<file path="config.mk">
export PLATFORM = sky130hd
export DESIGN_NAME = ibs_isqrt
export DESIGN_NICKNAME = d
export VERILOG_FILES = /design/src/hw/rtl/ibs_isqrt.sv
export SDC_FILE = /design/constraint.sdc
export NUM_CORES = 1
export LEC_CHECK = 0
export BUFFER_PORTS_ARGS = -buffer_cell sky130_fd_sc_hd__buf_2
export CORE_MARGIN = 2
export CORE_UTILIZATION = 32
export DETAILED_ROUTE_END_ITERATION = 7
export GPL_ROUTABILITY_DRIVEN = 0
export HOLD_SLACK_MARGIN = 0.12
export PLACE_DENSITY = 0.47
export SYNTH_ARGS = -nofsm -noshare
export SYNTH_HDL_FRONTEND = slang
export SYNTH_SLANG_ARGS = --single-unit
export TNS_END_PERCENT = 5
</file>
<file path="constraint.sdc">
create_clock -name clk -period 5.6 [get_ports clk]
set_input_delay 0 -clock clk [delete_from_list [all_inputs] [get_ports clk]]
set_output_delay 0 -clock clk [all_outputs]
set_load 0.05 [all_outputs]
</file>
<file path="src/hw/rtl/ibs_isqrt.sv">
module ibs_isqrt #(
    parameter int ROOT_BITS = 34
) (
    input  logic                     clk,
    input  logic                     rst_n,
    input  logic                     start,
    input  logic [2*ROOT_BITS-1:0]   radicand,
    output logic                     done,
    output logic [ROOT_BITS-1:0]     root
);

    localparam int CW = $clog2(ROOT_BITS + 1);

    logic                   busy_reg;
    logic                   done_reg;
    logic [CW-1:0]          cnt_reg;
    logic [2*ROOT_BITS-1:0] op_reg;
    logic [ROOT_BITS+1:0]   rem_reg;
    logic [ROOT_BITS-1:0]   root_reg;

    logic [ROOT_BITS+3:0]   rem_trial;
    logic [ROOT_BITS+3:0]   trial;
    logic [ROOT_BITS+3:0]   diff;
    logic                   take;

    // One result bit per cycle: bring down two radicand bits and try 4*root+1.
    always_comb
    begin
        rem_trial = {rem_reg, op_reg[2*ROOT_BITS-1 -: 2]};
        trial     = {2'b00, root_reg, 2'b01};
        take      = (rem_trial >= trial);
        diff      = rem_trial - trial;
    end

    always_ff @(posedge clk or negedge rst_n)
    begin
        if (!rst_n)
        begin
            busy_reg <= 1'b0;
            done_reg <= 1'b0;
            cnt_reg  <= '0;
        end
        else if (start)
        begin
            busy_reg <= 1'b1;
            done_reg <= 1'b0;
            cnt_reg  <= CW'(ROOT_BITS);
        end
        else if (busy_reg)
        begin
            cnt_reg <= cnt_reg - 1'b1;
            if (cnt_reg == CW'(1))
            begin
                busy_reg <= 1'b0;
                done_reg <= 1'b1;
            end
        end
        else
        begin
            done_reg <= 1'b0;
        end
    end

    // Datapath of the digit recurrence.
    always_ff @(posedge clk)
    begin
        if (start)
        begin
            op_reg   <= radicand;
            rem_reg  <= '0;
            root_reg <= '0;
        end
        else if (busy_reg)
        begin
            op_reg   <= op_reg << 2;
            rem_reg  <= take ? diff[ROOT_BITS+1:0] : rem_trial[ROOT_BITS+1:0];
            root_reg <= {root_reg[ROOT_BITS-2:0], take};
        end
    end

    assign done = done_reg;
    assign root = root_reg;

`ifndef NO_ASSERTIONS
    // A finished root never coincides with a running recurrence.
    a_done_idle: assert property (@(posedge clk) disable iff (!rst_n)
        done_reg |-> !busy_reg)
        else $error("square root done while busy");

    // The remainder stays within 2*root+1.
    a_rem_bound: assert property (@(posedge clk) disable iff (!rst_n)
        busy_reg |-> ({2'b00, rem_reg} <= {1'b0, root_reg, 1'b0} + 1'b1))
        else $error("square root remainder out of range");
`endif

endmodule

</file>
; ---- Yosys cells after proc, flatten, opt, wreduce, memory -nomap -nowiden
; Index checks and enable logic that the tools add are counted.
[totals]
ff_bits = 146
in_bits = 71
out_inout_bits = 35
word_cells = 23
[op_classes]
add_sub_neg = 2
order_cmp = 1
eq_ne = 2
n_mux = 11
n_reduce_logical = 1
[op_table]
columns = op, count
row1 = $mux 68, 2
row2 = $ge 38x36->1, 1
row3 = $mux 36, 1
row4 = $sub 36x36->36, 1
row5 = $mux 6, 2
row6 = $eq 6x1->1 const B, 1
row7 = $mux 1, 6
row8 = $sub 6x1->6 const B, 1
row9 = $ne 3x2->1 const B, 1
row10 = $reduce_bool 2->1, 1

; ---- Depth between registers and ports, before layout
; Gate-level depths: netlist of run 1.
[depth]
depth_word = 4
depth_mapped = 13

; ---- Worst setup path after synthesis of run 1
; No wires, ideal clock.
[synth_path]
path_kind = register -> register
startpoint = register root_reg[2], in the netlist root[2]
endpoint = register rem_reg[31]
setup_time_ns = 0.122
t_arrival_ns = 3.033
t_required_ns = 5.478
path_slack_ns = 2.445
path_stages_with_launch = 12
path_buffers = 0
cell_sequence = dfxtp_1 inv_1 ha_1 nand2_1 o31a_1 a2111oi_4 o21ai_1 a2111o_1 nand2_1 a21oi_1 xnor2_1 a221o_1
[synth_between]
elab_chain_len = 2
elab_cells_between_ends = 3
cone_classes = add/sub: 1 / order compare: 1 / mux: 1
[synth_lines]
columns = element, line
row1 = "start, declared", 19  ; logic [ROOT_BITS-1:0] root_reg;
row2 = "start signal, assigned", 77  ; root_reg <= {root_reg[ROOT_BITS-2:0], take};
row3 = $sub 36x36->36 or $ge 38x36->1 (tied branches), "32, 31"
row4 = $mux 36 *, 76  ; rem_reg <= take ? diff[ROOT_BITS+1:0] : rem_trial[ROOT_BITS+1:0];
row5 = "end signal, assigned", 76
row6 = "end, declared", 18  ; logic [ROOT_BITS+1:0] rem_reg;
; Mark *: on every way between the ends. The rest lies on a longest branch, timed or not.
; A chain may end at the register's enable or synchronous reset.

; ---- Worst setup path in the final report of run 1
[layout_path]
startpoint = register root_reg[0], in the netlist root[0]
endpoint = register rem_reg[31]
; The elaborated chain is that of the path after synthesis.

==> out/qor.yml, run 1 <==
syn_inst: 783
crit_required_ps: 5910
max_freq_mhz: 302.5
coreArea_um2: 24960
finalCriticalPeriod_ps: 3306
grt_overflow: 0
synth_area_leader_cell: "edfxtp_1"
nets: 1045
die_x_um: 162.7
seqPwrFrac: 0.289
ios: 106
die_area_um2: 26470
crit_arrival_ps: 3620
yosys_warnings: 0
internal_power_mw: 2.973
sw_frac_of_total: 0.3898
dieHeight_um: 162.7
drt-pass1-iter-count: 4
clkPwrFrac: 0.230
cts-root-buf: "clkbuf_16"
synth.distinct_cells: 56
finalCritPeriodShare: 0.5904
power.density_nw_per_um2: 482.1
syn_nets: 892
combPwrFrac: 0.482
ys_ff_latch: 146
yosys-top-cells-area: "edfxtp_1, dfxtp_1, mux2_2, mux2i_1, ha_1"
via_per_inst: 4.777
clk_pin_slew_ps: 70
largest_reg_flops: 68
critPathLaunch: "root[0]$_SDFFE_PP0P_"
cts_tree: "built"
vias: 6105
hold_class: "input port to register"
h-tree-depth: 4
netlist_area_um2: 8058
tightest_slew_ps: 1115
final_hold_viol_count: 0
clk_path_buf_depth: 2
area_growth_pct: 25.40
fin_total_pwr_mw: 4.871
power_switching_mw: 1.899
tns_ps: 0
drv_cap: 0
status: "finished, final reports clean"
crit_type: "register to register"
ys_seq_area_frac: 0.4522
synth_edf_count: 68
startpoint_type: "register"
antenna_found_initial: 0
io_buffers: 105
post-place-ws_ps: 2263
hpwl_mm: 12.81
finClkSkew_ps: 13.04
grt_max_degree: 74
insertion_delay_ps: 430
vdd_drop_max_v: 0.0002268
postLayoutSetupSlackWorst_ps: 2294
rows: 58
grt_pass1_wl_mm: 31.77
rsz0062_at_grt: "no"
timing.rr.start: "root[0]$_SDFFE_PP0P_"
track_usage: 0.1497
synth_async_sr_flop_share: 0.05479
setup_viol: 0
cts_setup_buffers: 0
diodes: 0
fin_util: 0.4048
drive_gt1_frac: 0.2321
final_max_slew_viol_count: 0
postRouteAntennaNets: 0
leakage_nw: 4.487
drc_errors: 0
min_from: "start"
wire_per_inst_um: 14.97
end_kind: "register"
clock-sinks: 146
finalWirelength_mm: 19.13
cts_buffers: 17
grt_pass1_vias: 6304
path_max_fanout: 31
synth_top_area_frac: 0.2534
initial_utilization: 0.3228
synth_flop_cell: "dfxtp_1"
relSlewSlack: 0.2554
syn_avg_cell_area_um2: 10.29
hold_slack_ps: 127.5
r2r_setup_slack_ps: 2290
drt_iter0_drc: 288
==> synthesized netlist by cell type, drive strengths merged (2+ instances only) <==
| cell type | n |
|---|---|
| a21o | 20 |
| and2 | 3 |
| o21a | 10 |
| dfxtp | 70 |
| nand4 | 11 |
| xnor2 | 25 |
| a31oi | 9 |
| and3 | 2 |
| o21bai | 3 |
| nor3 | 15 |
| edfxtp | 68 |
| o21ba | 3 |
| or2 | 3 |
| o31ai | 2 |
| mux2 | 66 |
| a21oi | 35 |
| a2111o | 2 |
| or3 | 2 |
| xor2 | 12 |
| clkbuf | 33 |
| nand2b | 7 |
| o21ai | 33 |
| dfrtp | 8 |
| nor2b | 5 |
| o211ai | 4 |
| inv | 49 |
| nor2 | 77 |
| nor4 | 2 |
| buf | 13 |
| ha | 38 |
| mux2i | 59 |
| a211oi | 25 |
| nand3 | 10 |
| nand2 | 46 |
==> layer usage <==
metal	share of wire	track usage
met5	0	0
met3	0.040	0.03438
met2	0.47	0.2533
met4	0.0092	0.03741
met1	0.48	0.1933
==> area by class of cell <==
cell class	instances	area [um2]
fillers	2550	14860
multi-input cells	542	4031
flip-flops and latches	146	3647
repair buffers	180	1266
clock buffers	17	425.4
well taps	330	412.9
inverters	49	183.9
clock inverters	14	137.6
==> cell usage in the layout (no fill, tap or decap), types with 3 or more instances in the layout <==
cell             n
nand4_1         11
xnor2_1         25
a21o_1          20
edfxtp_1        68
inv_8            4
clkbuf_16       17
ha_1            38
o21ai_1          9
xor2_1          12
nor3_1          14
nand3_1          9
and2_1           3
or2_2            3
a31oi_1          9
mux2i_1         59
o21bai_1         3
o21a_1          10
buf_4            6
nand2_1         46
o21ai_0         24
inv_6            7
dfrtp_1          7
mux2_2          66
a211oi_1        25
nor2b_1          5
dlygate4sd3_1   70
o211ai_1         4
nand2b_1         7
inv_1           48
a21oi_1         35
buf_2          104
nor2_1          76
dfxtp_1         70
==> power by group through the flow <==
stage | registers, mW | clock network, mW | logic [mW]
after floorplan | 1.42 | 0 | 1.88
after global placement | 1.43 | 0 | 2.32
after detailed placement | 1.43 | 0 | 2.32
after CTS | 1.41 | 1.16 | 2.37
after global routing | 1.43 | 1.20 | 2.64
final | 1.41 | 1.12 | 2.35
==> repair_timing <==
item / in CTS / in global routing
endpoints found under the hold margin: 76 / 0
resized for setup: 0 / 0
hold buffers: 70 / 0
==> final timing paths <==
check	end	cells past startpoint
min in group asynchronous	cnt_reg[4]$_DFFE_PN0P_	3
worst max register to register	rem_reg[31]$_SDFFE_PP0P_	11
max in group asynchronous	busy_reg$_DFF_PN0_	3
worst max-delay path	rem_reg[31]$_SDFFE_PP0P_	11
worst min register to register	rem_reg[22]$_SDFFE_PP0P_	2
worst min-delay path	root[6]$_SDFFE_PP0P_	2
==> through the flow <==
stage,std cells,area [um2]
6_report,1278,10100
4_1_cts,1278,10100
3_3_place_gp,1177,8841
3_5_place_dp,1177,8841
5_1_grt,1278,10100
2_1_floorplan,783,8058
==> critical path, stage by stage, from the launching register on <==
cell	delay (ps)
dfxtp_1	420
inv_1	70
ha_1	360
nor2b_1	170
o21ba_2	230
o2111a_1	270
o31ai_1	440
o211a_1	310
o31ai_4	90
buf_4	290
nor2b_1	200
a221o_1	340
==> kinds of logic (layout without fill, tap and decap cells) <==
family | count (synthesis) | after routing | share of synthesized area
AOI/OAI and AO/OA | 157 | 157 | 0.1318
xor gates and xnor gates | 37 | 37 | 0.04022
adders and majority gates | 38 | 38 | 0.05901
buffers and inverters | 95 | 260 | 0.04783
DFF | 146 | 146 | 0.4522
muxes | 125 | 125 | 0.1655
and+or+nand+nor | 185 | 185 | 0.1034
Note: power is estimated with default switching activity, not from simulation.
==> run 2: changes to the inputs <==
Settings changed: PLACE_DENSITY 0.47 to 0.49.
Clock period 5.6 ns to 3 ns, I/O delays scaled along.
==> out/qor.yml, run 2 (synthesized netlist as in run 1, its figures left out) <==
hold_class: "input port to register"
nets: 1077
clk_path_buf_depth: 2
postRouteAntennaNets: 0
die_area_um2: 26470
grt_pass1_vias: 6472
drt-pass1-iter-count: 5
crit_type: "register to register"
clkPwrFrac: 0.220
drv_cap: 0
coreArea_um2: 24960
clock-sinks: 146
nFillCells: 2506
drc_errors: 0
leakage_nw: 4.652
fin_cells: 1311
r2r_setup_slack_ps: 180
sw_frac_of_total: 0.3815
rows: 58
diodes: 0
crit_required_ps: 3270
end_kind: "register"
grt_overflow: 0
vdd_drop_max_v: 0.0003710
final_hold_viol_count: 0
cts-root-buf: "clkbuf_16"
register_area_um2: 3662
max_freq_mhz: 354.5
insertion_delay_ps: 430
ios: 106
startpoint_type: "register"
grt_max_degree: 69
worstSetupEndpoint: "rem_reg[12]$_SDFFE_PP0P_"
finalCriticalPeriod_ps: 2821
internal_power_mw: 5.971
initial_utilization: 0.3228
post-place-ws_ps: 61.97
die_x_um: 162.7
drive_gt1_frac: 0.2844
io_buffers: 105
seqPwrFrac: 0.271
grt_pass1_wl_mm: 32.50
postLayoutSetupSlackWorst_ps: 179.1
finClkSkew_ps: 10.06
path_max_fanout: 11
wire_per_inst_um: 14.90
power_switching_mw: 3.683
h-tree-depth: 4
rsz0062_at_grt: "yes"
dieHeight_um: 162.7
via_per_inst: 4.784
power.density_nw_per_um2: 921.7
setup_viol: 0
mostFrequentLayoutCells: "buf_2, nor2_1, dlygate4sd3_1, edfxtp_1, mux2_2"
area_growth_pct: 29.98
status: "finished, final reports clean"
largest_reg_flops: 68
hold_slack_ps: 393.0
relSlewSlack: 0.4125
final_common_cell: "buf_2"
drt_iter0_drc: 255
timing.rr.start: "root[15]$_SDFFE_PP0P_"
track_usage: 0.1536
crit_arrival_ps: 3090
finalWirelength_mm: 19.53
r2r_end: "rem_reg[12]$_SDFFE_PP0P_"
tightest_slew_ps: 881.2
tns_ps: 0
antenna_found_initial: 0
hpwl_mm: 13.21
finalCritPeriodShare: 0.9403
clk_pin_slew_ps: 70
combPwrFrac: 0.509
cts_tree: "built"
min_from: "radicand[0]"
final_max_slew_viol_count: 0
cpPeakStageDelay_ps: 390
place_inst: 1206
critPathSlowestCell: "ha_2"
cp_cell_sequence: "inv_1 > ha_2 > nand2_1 > o21a_1 > a21oi_1 > o31ai_2 > o211a_1 > o31ai_4 > buf_4 > mux2i_1 > a211oi_1"
reg2regPathDepth: 11
cts_buffers: 17
vias: 6272
multiInputGateArea_um2: 4108
critPathLaunch: "root[15]$_SDFFE_PP0P_"
[run 2: cell count changes in the layout (fill, tap and decap cells not counted), moves of 3 or more]
| cell | previous run | this run |
|---|---|---|
| ha_2 | 0 | 7 |
| inv_6 | 7 | 4 |
| buf_4 | 6 | 35 |
| dfxtp_1 | 70 | 58 |
| ha_1 | 38 | 29 |
| dfxtp_2 | 0 | 12 |
[run 2: timing repair]
item | 4_1_cts | 5_1_grt
buffers inserted | 0 | 2
hold endpoints to repair | 80 | 0
setup endpoints to repair | 0 | 35
resized for setup | 0 | 17
hold buffers | 71 | 0
[run 2: per-stage QoR]
step                  util  cell area (um2)  power [mW]
floorplan                -             8073       6.156
global placement    0.3645             9099       7.361
detailed placement  0.3645             9099       7.337
CTS                 0.4159            10380       9.607
global route        0.4196            10470       10.41
finish              0.4196            10470       9.653
[run 2: cell type report]
cell class,count,share of cell area
clock buffers,18,0.04097
clock inverters,14,0.01374
inverters,49,0.01756
multi-input cells,542,0.3922
flip-flops and latches,146,0.3497
well taps,330,0.03942
repair buffers,212,0.1465
[run 2: per-layer routing]
layer	vias up	wire [um]	track usage
met2	112	9346	0.2587
li1	3174	-	-
met5	-	0	0
met4	0	373	0.04747
met3	23	877	0.04482
met1	2963	8936	0.1897
[run 2: worst max-delay path, delay by kind of cell, from the launching register on]
family	cells	cell delay [ps]
DFF	1	380
AOI/OAI and AO/OA	6	1220
buffers and inverters	2	350
adders and majority gates	1	390
and+or+nand+nor	1	120
muxes	1	210
[run 2: worst min path at each step]
stage / to / cells past startpoint / slack [ps]
floorplan: busy_reg$_DFF_PN0_ / 0 / -300
global placement: cnt_reg[3]$_DFFE_PN0P_ / 1 / -140
detailed placement: cnt_reg[3]$_DFFE_PN0P_ / 1 / -140
CTS: op_reg[42]$_DFFE_PP_ / 3 / 370
global route: op_reg[0]$_SDFFCE_PN0P_ / 3 / 400
finish: op_reg[0]$_SDFFCE_PN0P_ / 3 / 390
[run 2: power by group through the flow]
stage	Sequential, mW	Clock [mW]	Combinational [mW]
after floorplan	2.65	0	3.50
after global placement	2.66	0	4.71
after detailed placement	2.66	0	4.68
after CTS	2.62	2.19	4.80
after global routing	2.66	2.27	5.48
final	2.62	2.12	4.91
